**src/rtl/ple_pkg.sv**
```systemverilog
// Package for the positional list engine: operation and status codes,
// field widths and the item structs of the request and response channels.
// No dependencies.
`timescale 1ns / 1ps

package ple_pkg;

	localparam int FuncW   = 2;
	localparam int ValueW  = 32;
	localparam int PosW    = 7;
	localparam int LenW    = 7;
	localparam int StatusW = 2;

	localparam logic [FuncW-1:0] FUNC_APPEND = 2'd0;
	localparam logic [FuncW-1:0] FUNC_INSERT = 2'd1;
	localparam logic [FuncW-1:0] FUNC_REMOVE = 2'd2;
	localparam logic [FuncW-1:0] FUNC_READ   = 2'd3;

	localparam logic [StatusW-1:0] STATUS_OK    = 2'd0;
	localparam logic [StatusW-1:0] STATUS_RANGE = 2'd1;
	localparam logic [StatusW-1:0] STATUS_FULL  = 2'd2;

	typedef struct packed {
		logic [FuncW-1:0]  func;
		logic [ValueW-1:0] value;
		logic [PosW-1:0]   position;
	} req_item_t;

	typedef struct packed {
		logic [ValueW-1:0]  read_value;
		logic [LenW-1:0]    length;
		logic               empty_res;
		logic [StatusW-1:0] status;
	} rsp_item_t;

endpackage

```
**src/rtl/ple_chan_if.sv**
```systemverilog
// Valid/ready channel carrying one item of type T per handshake.
// Used with ple_pkg::req_item_t and ple_pkg::rsp_item_t.
`timescale 1ns / 1ps

interface ple_chan_if #(
	parameter type T = logic
);
	logic valid;
	logic ready;
	T     data;

	modport source (output valid, output data, input ready);
	modport sink   (input valid, input data, output ready);
endinterface

```
**src/rtl/positional_list_engine.sv**
```systemverilog
// Positional list engine: ordered list of up to CAPACITY values held in a
// single synchronous RAM. Depends on ple_pkg and ple_chan_if.
`timescale 1ns / 1ps

// Usage:
//   req carries one operation per item (append, insert, remove, read with a
//   1-based position); rsp returns one item per request with the value read,
//   the new length, an empty flag and a status (ok, bad position, full).
//   Items are taken one at a time: req.ready is high only while no request
//   is in progress. Insert and remove move one element per cycle through
//   the RAM (one read and one write port). A finished response sits in an
//   output register; if rsp.ready is low, the engine holds the next finished
//   response until that register frees, while req stays stalled. Reset
//   empties the list; RAM contents are not cleared, as only entries below
//   the length are ever read.
module positional_list_engine
	import ple_pkg::*;
#(
	parameter int CAPACITY   = 64,
	parameter int DATA_WIDTH = 32
) (
	input  logic             clk,
	input  logic             arst_n,
	ple_chan_if.sink         req,
	ple_chan_if.source       rsp
);

	localparam int AW     = (CAPACITY > 1) ? $clog2(CAPACITY) : 1;
	localparam int CW     = $clog2(CAPACITY + 1);
	localparam int PW     = (CW > PosW) ? CW : PosW;
	localparam int StoreW = (DATA_WIDTH < ValueW) ? DATA_WIDTH : ValueW;

	localparam logic [2:0] S_IDLE     = 3'd0;
	localparam logic [2:0] S_SHIFT_UP = 3'd1;
	localparam logic [2:0] S_INS_FILL = 3'd2;
	localparam logic [2:0] S_SHIFT_DN = 3'd3;
	localparam logic [2:0] S_READ     = 3'd4;
	localparam logic [2:0] S_DONE     = 3'd5;

	logic [2:0]          state_q;
	logic [CW-1:0]       count_q;
	logic                out_valid_q;
	rsp_item_t           out_q;
	logic [AW-1:0]       ptr_q;
	logic [AW-1:0]       pidx_q;
	logic [StoreW-1:0]   val_q;
	logic [ValueW-1:0]   rd_q;
	logic [StatusW-1:0]  st_q;

	logic [StoreW-1:0]   mem_q [CAPACITY];
	logic [StoreW-1:0]   rdata_q;

	logic                acc;
	logic                full;
	logic                pos_ok;
	logic                pos_last;
	logic [PW-1:0]       pos_ext;
	logic [PW-1:0]       pos_m1;
	logic [AW-1:0]       pidx_in;
	logic [AW-1:0]       cm1;
	logic                load_out;

	logic                mem_we;
	logic [AW-1:0]       mem_waddr;
	logic [StoreW-1:0]   mem_wdata;
	logic                mem_re;
	logic [AW-1:0]       mem_raddr;

	assign req.ready = (state_q == S_IDLE);
	assign rsp.valid = out_valid_q;
	assign rsp.data  = out_q;

	assign acc      = req.valid && req.ready;
	assign full     = (count_q == CW'(CAPACITY));
	assign pos_ext  = PW'(req.data.position);
	assign pos_m1   = pos_ext - PW'(1);
	assign pidx_in  = pos_m1[AW-1:0];
	assign cm1      = AW'(count_q - CW'(1));
	assign pos_ok   = (pos_ext != '0) && (pos_ext <= PW'(count_q));
	assign pos_last = (pos_ext == PW'(count_q));
	assign load_out = (state_q == S_DONE) && (!out_valid_q || rsp.ready);

	// RAM port control
	always_comb begin
		mem_we    = 1'b0;
		mem_waddr = '0;
		mem_wdata = rdata_q;
		mem_re    = 1'b0;
		mem_raddr = '0;
		case (state_q)
			S_IDLE: begin
				if (acc) begin
					case (req.data.func)
						FUNC_APPEND: begin
							mem_we    = !full;
							mem_waddr = count_q[AW-1:0];
							mem_wdata = req.data.value[StoreW-1:0];
						end
						FUNC_INSERT: begin
							mem_re    = pos_ok && !full;
							mem_raddr = cm1;
						end
						FUNC_REMOVE: begin
							mem_re    = pos_ok && !pos_last;
							mem_raddr = AW'(pidx_in + AW'(1));
						end
						FUNC_READ: begin
							mem_re    = pos_ok;
							mem_raddr = pidx_in;
						end
						default: ;
					endcase
				end
			end
			S_SHIFT_UP: begin
				// element at ptr moves one place back; next read trails below
				mem_we    = 1'b1;
				mem_waddr = AW'(ptr_q + AW'(1));
				mem_re    = (ptr_q != pidx_q);
				mem_raddr = AW'(ptr_q - AW'(1));
			end
			S_INS_FILL: begin
				mem_we    = 1'b1;
				mem_waddr = pidx_q;
				mem_wdata = val_q;
			end
			S_SHIFT_DN: begin
				mem_we    = 1'b1;
				mem_waddr = AW'(ptr_q - AW'(1));
				mem_re    = (ptr_q != cm1);
				mem_raddr = AW'(ptr_q + AW'(1));
			end
			default: ;
		endcase
	end

	always_ff @(posedge clk) begin
		if (mem_we) begin
			mem_q[mem_waddr] <= mem_wdata;
		end
		if (mem_re) begin
			rdata_q <= mem_q[mem_raddr];
		end
	end

	// control state
	always_ff @(posedge clk or negedge arst_n) begin
		if (!arst_n) begin
			state_q     <= S_IDLE;
			count_q     <= '0;
			out_valid_q <= 1'b0;
		end else begin
			if (rsp.valid && rsp.ready) begin
				out_valid_q <= 1'b0;
			end
			case (state_q)
				S_IDLE: begin
					if (acc) begin
						state_q <= S_DONE;
						case (req.data.func)
							FUNC_APPEND: begin
								if (!full) count_q <= count_q + CW'(1);
							end
							FUNC_INSERT: begin
								if (pos_ok && !full) state_q <= S_SHIFT_UP;
							end
							FUNC_REMOVE: begin
								if (pos_ok && pos_last) count_q <= count_q - CW'(1);
								else if (pos_ok) state_q <= S_SHIFT_DN;
							end
							FUNC_READ: begin
								if (pos_ok) state_q <= S_READ;
							end
							default: ;
						endcase
					end
				end
				S_SHIFT_UP: begin
					if (ptr_q == pidx_q) state_q <= S_INS_FILL;
				end
				S_INS_FILL: begin
					count_q <= count_q + CW'(1);
					state_q <= S_DONE;
				end
				S_SHIFT_DN: begin
					if (ptr_q == cm1) begin
						count_q <= count_q - CW'(1);
						state_q <= S_DONE;
					end
				end
				S_READ: begin
					state_q <= S_DONE;
				end
				S_DONE: begin
					if (load_out) begin
						out_valid_q <= 1'b1;
						state_q     <= S_IDLE;
					end
				end
				default: begin
					state_q <= S_IDLE;
				end
			endcase
		end
	end

	// payload registers
	always_ff @(posedge clk) begin
		case (state_q)
			S_IDLE: begin
				if (acc) begin
					val_q  <= req.data.value[StoreW-1:0];
					pidx_q <= pidx_in;
					rd_q   <= '0;
					st_q   <= STATUS_OK;
					case (req.data.func)
						FUNC_APPEND: begin
							if (full) st_q <= STATUS_FULL;
						end
						FUNC_INSERT: begin
							ptr_q <= cm1;
							if (!pos_ok) st_q <= STATUS_RANGE;
							else if (full) st_q <= STATUS_FULL;
						end
						FUNC_REMOVE: begin
							ptr_q <= AW'(pidx_in + AW'(1));
							if (!pos_ok) st_q <= STATUS_RANGE;
						end
						FUNC_READ: begin
							if (!pos_ok) st_q <= STATUS_RANGE;
						end
						default: ;
					endcase
				end
			end
			S_SHIFT_UP: begin
				if (ptr_q != pidx_q) ptr_q <= AW'(ptr_q - AW'(1));
			end
			S_SHIFT_DN: begin
				ptr_q <= AW'(ptr_q + AW'(1));
			end
			S_READ: begin
				rd_q <= ValueW'(rdata_q);
			end
			S_DONE: begin
				if (load_out) begin
					out_q.read_value <= rd_q;
					out_q.length     <= LenW'(count_q);
					out_q.empty_res  <= (count_q == '0);
					out_q.status     <= st_q;
				end
			end
			default: ;
		endcase
	end

	// the list never grows past its capacity
	a_count_cap: assert property (@(posedge clk) disable iff (!arst_n)
		count_q <= CW'(CAPACITY))
		else $error("element count above capacity");

	// every RAM read targets a live element
	a_read_live: assert property (@(posedge clk) disable iff (!arst_n)
		mem_re |-> (CW'(mem_raddr) < count_q))
		else $error("RAM read beyond list length");

	// insert walk stays at or above the target slot, below the tail
	a_shift_up: assert property (@(posedge clk) disable iff (!arst_n)
		(state_q == S_SHIFT_UP) |-> ((ptr_q >= pidx_q) && (CW'(ptr_q) < count_q)))
		else $error("insert walk out of bounds");

	// remove walk never passes the last element
	a_shift_dn: assert property (@(posedge clk) disable iff (!arst_n)
		(state_q == S_SHIFT_DN) |-> ((ptr_q != '0) && (CW'(ptr_q) < count_q)))
		else $error("remove walk out of bounds");

	// a response waiting on a stalled receiver is not overwritten
	a_out_hold: assert property (@(posedge clk) disable iff (!arst_n)
		(out_valid_q && !rsp.ready) |=> (out_valid_q && $stable(out_q)))
		else $error("pending response overwritten");

endmodule

```
**src/flat_wrapper.sv**
```systemverilog
// flat-port wrapper written by rule: the top's interface ports become plain ports
module positional_list_engine_flat import ple_pkg::*;
#(
	parameter int CAPACITY   = 64,
	parameter int DATA_WIDTH = 32
)
  (clk, arst_n, req_valid, req_data, req_ready, rsp_valid, rsp_data, rsp_ready);
  ple_chan_if #(.T(req_item_t)) req_i ();
  ple_chan_if #(.T(rsp_item_t)) rsp_i ();
  input  logic clk;
  input  logic arst_n;
  input wire logic [$bits(req_i.valid)-1:0] req_valid;
  input wire logic [$bits(req_i.data)-1:0] req_data;
  output wire logic [$bits(req_i.ready)-1:0] req_ready;
  output wire logic [$bits(rsp_i.valid)-1:0] rsp_valid;
  output wire logic [$bits(rsp_i.data)-1:0] rsp_data;
  input wire logic [$bits(rsp_i.ready)-1:0] rsp_ready;
  assign req_i.valid = req_valid;
  assign req_i.data = req_data;
  assign req_ready = req_i.ready;
  assign rsp_valid = rsp_i.valid;
  assign rsp_data = rsp_i.data;
  assign rsp_i.ready = rsp_ready;
  positional_list_engine #(.CAPACITY(CAPACITY), .DATA_WIDTH(DATA_WIDTH)) u_core (.clk(clk), .arst_n(arst_n), .req(req_i), .rsp(rsp_i));
endmodule
```
**config.mk**
```make
export PLATFORM = sky130hd
export DESIGN_NAME = positional_list_engine_flat
export DESIGN_NICKNAME = d
export VERILOG_FILES = /design/src/rtl/ple_pkg.sv /design/src/rtl/ple_chan_if.sv /design/src/rtl/positional_list_engine.sv /design/src/flat_wrapper.sv
export SDC_FILE = /design/constraint.sdc
export NUM_CORES = 2
export LEC_CHECK = 0
export ABC_CLOCK_PERIOD_IN_PS = 8600
export BUFFER_PORTS_ARGS = -buffer_cell sky130_fd_sc_hd__buf_2
export CAP_MARGIN = 20
export CORE_MARGIN = 5
export CORE_UTILIZATION = 38
export CTS_CLUSTER_DIAMETER = 40
export CTS_CLUSTER_SIZE = 10
export DETAILED_ROUTE_END_ITERATION = 10
export GPL_TIMING_DRIVEN = 0
export SYNTH_ARGS = -nofsm -noshare
export SYNTH_HDL_FRONTEND = slang
export SYNTH_SLANG_ARGS = --single-unit
```
**constraint.sdc**
```tcl
create_clock -name clk -period 8.6 [get_ports clk]
set_clock_uncertainty 0.1 [all_clocks]
set_input_delay 0.86 -clock clk [delete_from_list [all_inputs] [get_ports clk]]
set_output_delay 0.86 -clock clk [all_outputs]
set_load 0.01 [all_outputs]
```
# Yosys cells after proc, flatten, opt, wreduce, memory -nomap -nowiden
# Memory sizes are Yosys's and may differ from the RTL's. A register that Yosys moved wholly into a read port is not among the register bits.
# Index checks and enable logic that the tools add are counted.
dict set report totals {
  register_bits 131
  latch_bits 0
  ram_bits 2048
  rom_bits 0
  inputBits 45
  out_inout_bits 44
  n_memories 1
}
dict set report op_classes {
  addsub 6
  mul 0
  n_div 0
  magnitude_cmp 1
  eq_ne 23
  n_shift 0
  muxes 46
  n_bitwise 0
  reduce_logical 27
}
# name depth word_bits rd rd_ports_with_merged_regs wr line
set mem_list {}
lappend mem_list {u_core.mem_q 64 32 1 1 1 positional_list_engine.sv:50} ;# logic [StoreW-1:0] mem_q [CAPACITY];
# operator count
set op_table {}
lappend op_table {{$pmux W32 S2} 2}
lappend op_table {{$mux W32} 3}
lappend op_table {{$pmux W6 S3} 3}
lappend op_table {{$mux W6} 5}
lappend op_table {{$mux W7} 4}
lappend op_table {{$pmux W6 S4} 1}
lappend op_table {{$mux W3} 7}
lappend op_table {{$pmux W7 S3} 1}
lappend op_table {{$pmux W3 S5} 1}
lappend op_table {{$pmux W7 S2} 1}
lappend op_table {{$add A6 B1 Y6 const B} 2}
lappend op_table {{$eq A6 B6 Y1} 2}
lappend op_table {{$ne A3 B3 Y1 const B} 4}
lappend op_table {{$ne A6 B6 Y1} 2}
lappend op_table {{$pmux W6 S2} 1}
lappend op_table {{$sub A6 B1 Y6 const B} 2}
lappend op_table {{$mux W1} 10}
lappend op_table {{$pmux W3 S3} 1}
lappend op_table {{$ne A2 B1 Y1 const B} 4}
lappend op_table {{$reduce_and A4 Y1} 2}
lappend op_table {{$add A7 B1 Y7 const B} 1}
lappend op_table {{$eq A7 B7 Y1} 1}
lappend op_table {{$eq A7 B7 Y1 const B} 1}
lappend op_table {{$le A7 B7 Y1} 1}
lappend op_table {{24 further kinds} 41}

# Longest topological paths before layout
dict set report depth {
  depth_word 7
  ltp_mapped 16
}

# Worst setup path after synthesis
# OpenSTA, ideal clock, no wires.
dict set report synth_path {
  path_type {input port to flip-flop}
  from {in req_valid}
  to {mem u_core.mem_q[41][0] (netlist name), enable pin}
  arrival_time_ps 5923
  path_slack_ps 2155
  path_stages 8
  cell_sequence {nor4b_2 > and2_1 > clkbuf_1 > nand2_1 > a21oi_1 > nor2b_1 > nand2_1 > nor2_1}
}
dict set report synth_between {
  elab_chain_cells 5
  word_cells_on_any_way 7
}
# item line
set synth_rtl {}
lappend synth_rtl {{start: declaration} flat_wrapper.sv:12} ;# input wire logic [$bits(req_i.valid)-1:0] req_valid;
lappend synth_rtl {{$logic_and A1 B1 Y1 (*)} positional_list_engine.sv:73} ;# assign acc = req.valid && req.ready;
lappend synth_rtl {{$mux W1} positional_list_engine.sv:92} ;# if (acc) begin
lappend synth_rtl {{$pmux W1 S2} positional_list_engine.sv:90} ;# case (state_q)
lappend synth_rtl {{$mux W1} positional_list_engine.sv:138} ;# if (mem_we) begin
lappend synth_rtl {{$mux W1 (implied by the code)} positional_list_engine.sv:139} ;# mem_q[mem_waddr] <= mem_wdata;
lappend synth_rtl {{end: declaration} positional_list_engine.sv:50}
# Mark *: on every way between the ends. The rest lies on a longest branch, timed or not.

# Final worst setup path
dict set report layout_path {
  from {reg u_core.ptr_q[0]}
  to {reg u_core.rdata_q[31] (read register of u_core.mem_q) (data pin)}
}
dict set report layout_between {
  elab_chain_cells 2
  word_cells_on_any_way 6
}
# item line
set layout_rtl {}
lappend layout_rtl {{start: declaration} positional_list_engine.sv:44} ;# logic [AW-1:0] ptr_q;
lappend layout_rtl {{start signal: assignment} positional_list_engine.sv:221} ;# ptr_q <= cm1;
lappend layout_rtl {{start signal: assignment} positional_list_engine.sv:226} ;# ptr_q <= AW'(pidx_in + AW'(1));
lappend layout_rtl {{start signal: assignment} positional_list_engine.sv:237} ;# if (ptr_q != pidx_q) ptr_q <= AW'(ptr_q - AW'(1));
lappend layout_rtl {{$add A6 B1 Y6, or another cell as far along} positional_list_engine.sv:131} ;# mem_raddr = AW'(ptr_q + AW'(1));
lappend layout_rtl {{$pmux W6 S3 / $pmux W1 S3 (equally long branches)} positional_list_engine.sv:90}
lappend layout_rtl {{end: declaration} positional_list_engine.sv:51} ;# logic [StoreW-1:0] rdata_q;
# Parallel ways exist; a longest one is shown, timed or not.
# A chain may end at the register's enable or synchronous reset.

==> implementation parameters <==
Parameter                              Value

Detailed routing
  Number of search-and-repair iterations in the first detailed-routing pass ... 7
  Via total after detailed routing ... between 50,000 and 60,000
  Post-detailed-route DRC marker count ... 0
  Post-detailed-route count of antenna-violating nets ... 0
  Max Used Layer ... met5
  Met3 routed WL ... between 30,000 and 40,000 µm
  Final routed wire length divided by cell count ... 28.61 µm
  Post-Route M1 WL ... approximately 110,000 µm
  Drt initial violations ... ~7,800
  Via-per-instance ratio ... 5.730
  Routed wl met2 ... roughly 120,000 µm
  Total Routed Length ... between 200,000 and 300,000 µm

Timing
  Final critical-path required period ... 6.422 ns
  Count of final setup violators ... 0
  Slew @ Worst Pin ... 1.220 ns
  Fmax achieved ... 155.7 MHz
  Setup repair after global routing missed its margin ... no
  Period utilisation layout ... 0.7468
  Worst slack on hold paths ... approximately 0.057 ns
  Max_slew headroom ... 0.1817
  Pins Over Slew Limit ... 0
  Number of endpoints with negative hold slack in the final report ... 0

Logic synthesis
  Fraction of post-synthesis cell area in the top cell type by area ... 0.7521
  Flop and latch count out of synthesis ... 2,211
  Post-synth top area cell ... edfxtp_1
  Net count of the mapped netlist ... 6,000
  Cells after Synth ... 5,939
  Share of flip-flops with an asynchronous set or reset ... 0.004975
  Leading post-synthesis cells by cell area ... edfxtp_1 75%, nand2_1 6.2%, mux2i_1 4.8%
  Average instance area after synthesis ... 14.79 µm²
  Number of flops mapped to enable cells by yosys ... about 2,200
  Sequential area share after synthesis ... 0.7552
  Top flip-flop cell by instance count after synthesis ... edfxtp_1
  Warnings from Yosys ... 0
  Synth unique cells ... 84
  Post-synthesis instance area ... 87,840 µm²

Floorplan
  Placement Rows ... 176
  Die height ... around 490 µm
  Area of the core ... 230,100 µm²
  Ports placed on the boundary ... 89
  Area of the die ... 240,900 µm²
  X dimension of the die ... roughly 500 µm
  Initial Util ... 0.3817

Clocking
  Max clock buf depth ... 4
  TritonCTS Buffers ... 342
  TritonCTS clock tree ... built
  Clk root buf ... clkbuf_16
  Latest clock arrival within the worst-skew pair ... approximately 0.94 ns
  Worst-path clk slew ... 0.05 ns
  Total number of H-tree levels ... 5
  Post-cts resize count ... 0
  TritonCTS Sinks ... 2,211
  Buffer count from post-CTS setup fixing ... 0

Global routing
  Overall global routing resource usage ... 0.2242
  Grt ovf ... 0
  Maximum number of pins on one net before global-route repair ... 65
  First-pass GRT wire length ... 392,000 µm
  Number of antenna violations at the first check in global routing ... 15
  Number of global-route vias before repair ... 53,630

Critical path
  Sort of element at the end of the critical path ... flip-flop
  Required time of the worst setup path ... approximately 9 ns
  Terminus of the critical flop-to-flop path ... u_core.rdata_q[31]$_DFFE_PP_
  Worst-path cell with the longest stage delay ... a211oi_1
  Crit path kind ... flip-flop to flip-flop
  Worst r2r path cells ... 16
  Largest driver fanout on the critical path ... 10
  Ordered cell list for the critical path ... clkbuf_1 -> inv_1 -> ha_1 -> mux2i_1 -> mux2i_1 -> o211ai_1 -> buf_2 -> nor2_1 -> buf_6 -> clkbuf_1 -> buf_8 -> clkbuf_1 -> a32o_1 -> nor3_1 -> a211oi_1 -> nand4_1
  Crit start category ... flip-flop
  Beginning of the worst register-to-register path ... u_core.ptr_q[0]$_DFFE_PP_
  Slowest stage delay, CP ... 0.95 ns
  Arr. time, crit path ... roughly 6.9 ns
  Worst setup slack for register-to-register paths ... 2.18 ns
  Most used cell, CP ... clkbuf_1

Min path
  Worst Hold Launch ... req_data[28]
  End point of the most critical hold path ... u_core.val_q[21]$_DFFE_PP_
  Worst Hold Depth ... 1
  Classification of the worst-slack hold path ... input port to flip-flop

Cells and area
  Share of layout cells above drive strength 1 ... 0.1464
  Area growth syn-to-layout ... 20.83%
  Nets ... 6,572

Placed design
  Estimated wirelength of the detail-placed design ... between 150,000 and 200,000 µm
  RD Place Congestion ... ~0.93
  Port buffer count ... 87

Job
  Number of max-capacitance violations reported ... 0

Status
  Outcome ... finished clean
## cell usage after synthesis, drive strengths merged, types with 14 or more instances
| cell | count |
|---|---|
| a21oi | 33 |
| ha | 16 |
| a311oi | 115 |
| xnor2 | 19 |
| a32oi | 103 |
| clkbuf | 203 |
| mux2 | 30 |
| o311a | 25 |
| o22ai | 29 |
| nand3 | 206 |
| nand2 | 1444 |
| buf | 176 |
| inv | 22 |
| nand4b | 25 |
| and3 | 149 |
| mux2i | 417 |
| nor2 | 171 |
| o21ai | 73 |
| nor3 | 67 |
| nand4 | 55 |
| a22oi | 41 |
| a32o | 125 |
| a211oi | 28 |
| a31oi | 14 |
| edfxtp | 2200 |
## through the flow
step / setup TNS (ns) / util / setup slack [ns] / cells / cell area, µm²
2_1_floorplan: 0 / - / 2.155 / 5939 / 87840
3_3_place_gp: -4425.23 / 0.4000 / -2.020 / 9052 / 92060
3_5_place_dp: 0 / 0.4120 / 1.662 / 9160 / 94820
4_1_cts: 0 / 0.4610 / 2.059 / 9747 / 106100
5_1_grt: 0 / 0.4612 / 2.307 / 9754 / 106100
6_report: 0 / 0.4612 / 2.178 / 9758 / 106100
## critical path: cells and delay by family (launching register included)
kind	cells	cell delay, ns
compound gates	3	1.35
fa+ha+maj	1	0.32
buf+inv	7	2.60
flops	1	0.38
mux	2	0.57
simple gates	3	0.73
## cell type report
cell class	count	area, µm²
Timing Repair Buffer	228	2806
Sequential cell	2211	66340
Clock buffer	383	8881
Fill cell	19600	124000
Clock inverter	178	2116
Multi-Input combinational cell	3327	20470
Buffer	379	1640
Tap cell	3026	3786
Antenna cell	4	10.01
Inverter	22	82.58
## layer usage
layer | GRT usage | vias to the layer above
met2 | 0.3412 | 3297
met1 | 0.3018 | 28130
li1 | - | 23880
met4 | 0.1015 | 2
met5 | 0 | -
met3 | 0.06017 | 611
## cell usage in the layout, fill, tap and decap left out, types with 103 or more instances in the layout
| cell type | Yosys | final |
|---|---|---|
| nor2_1 | 170 | 106 |
| nand3_1 | 206 | 206 |
| and3_1 | 149 | 148 |
| nand2_1 | 1444 | 1412 |
| clkbuf_16 | 0 | 349 |
| a32o_1 | 125 | 125 |
| a32oi_1 | 103 | 103 |
| buf_2 | 120 | 209 |
| mux2i_1 | 417 | 417 |
| a311oi_1 | 114 | 114 |
| clkbuf_1 | 203 | 235 |
| edfxtp_1 | 2200 | 2200 |
## worst max-delay path by stage
stage / to / startpoint / depth (start not counted)
global placement: u_core.rdata_q[12]$_DFFE_PP_ / req_valid / 12
finish: u_core.rdata_q[31]$_DFFE_PP_ / u_core.ptr_q[0]$_DFFE_PP_ / 16
floorplan: u_core.mem_q[41][0]$_DFFE_PP_ / req_valid / 8
CTS: u_core.rdata_q[22]$_DFFE_PP_ / u_core.ptr_q[0]$_DFFE_PP_ / 14
global route: u_core.rdata_q[31]$_DFFE_PP_ / u_core.ptr_q[0]$_DFFE_PP_ / 16
detailed placement: u_core.rdata_q[22]$_DFFE_PP_ / req_data[0] / 16
## flip-flops by register name (all words and copies together) (netlist names)
register and count:
u_core.rsp.data 42, u_core.st_q 2, u_core.val_q 32, u_core.pidx_q 6, u_core.rsp.valid 1, u_core.count_q 7, u_core.rd_q 32, u_core.ptr_q 6
u_core.rdata_q 32, u_core.state_q 3, u_core.mem_q 2048
## logic make-up (layout without fill, tap and decap cells)
group	Yosys count	in the layout	synth area share
AOI/OAI and AO/OA	650	650	0.06097
xor gates and xnor gates	31	31	0.003091
adders and majority gates	16	16	0.002279
buffers and inverters	401	1190	0.01961
DFF	2211	2211	0.7552
muxes	447	447	0.05137
other	0	4	0
and+or+nand+nor	2183	2183	0.1074
## what timing repair did
| action | in CTS | in global routing |
|---|---|---|
| endpoints found under the hold margin | 36 | 0 |
| endpoints found under the setup margin | 0 | 0 |
| hold buffers | 26 | 0 |
Power is not shown: default switching activity piles up to over one toggle a cycle in this logic, so the estimate is an artifact.
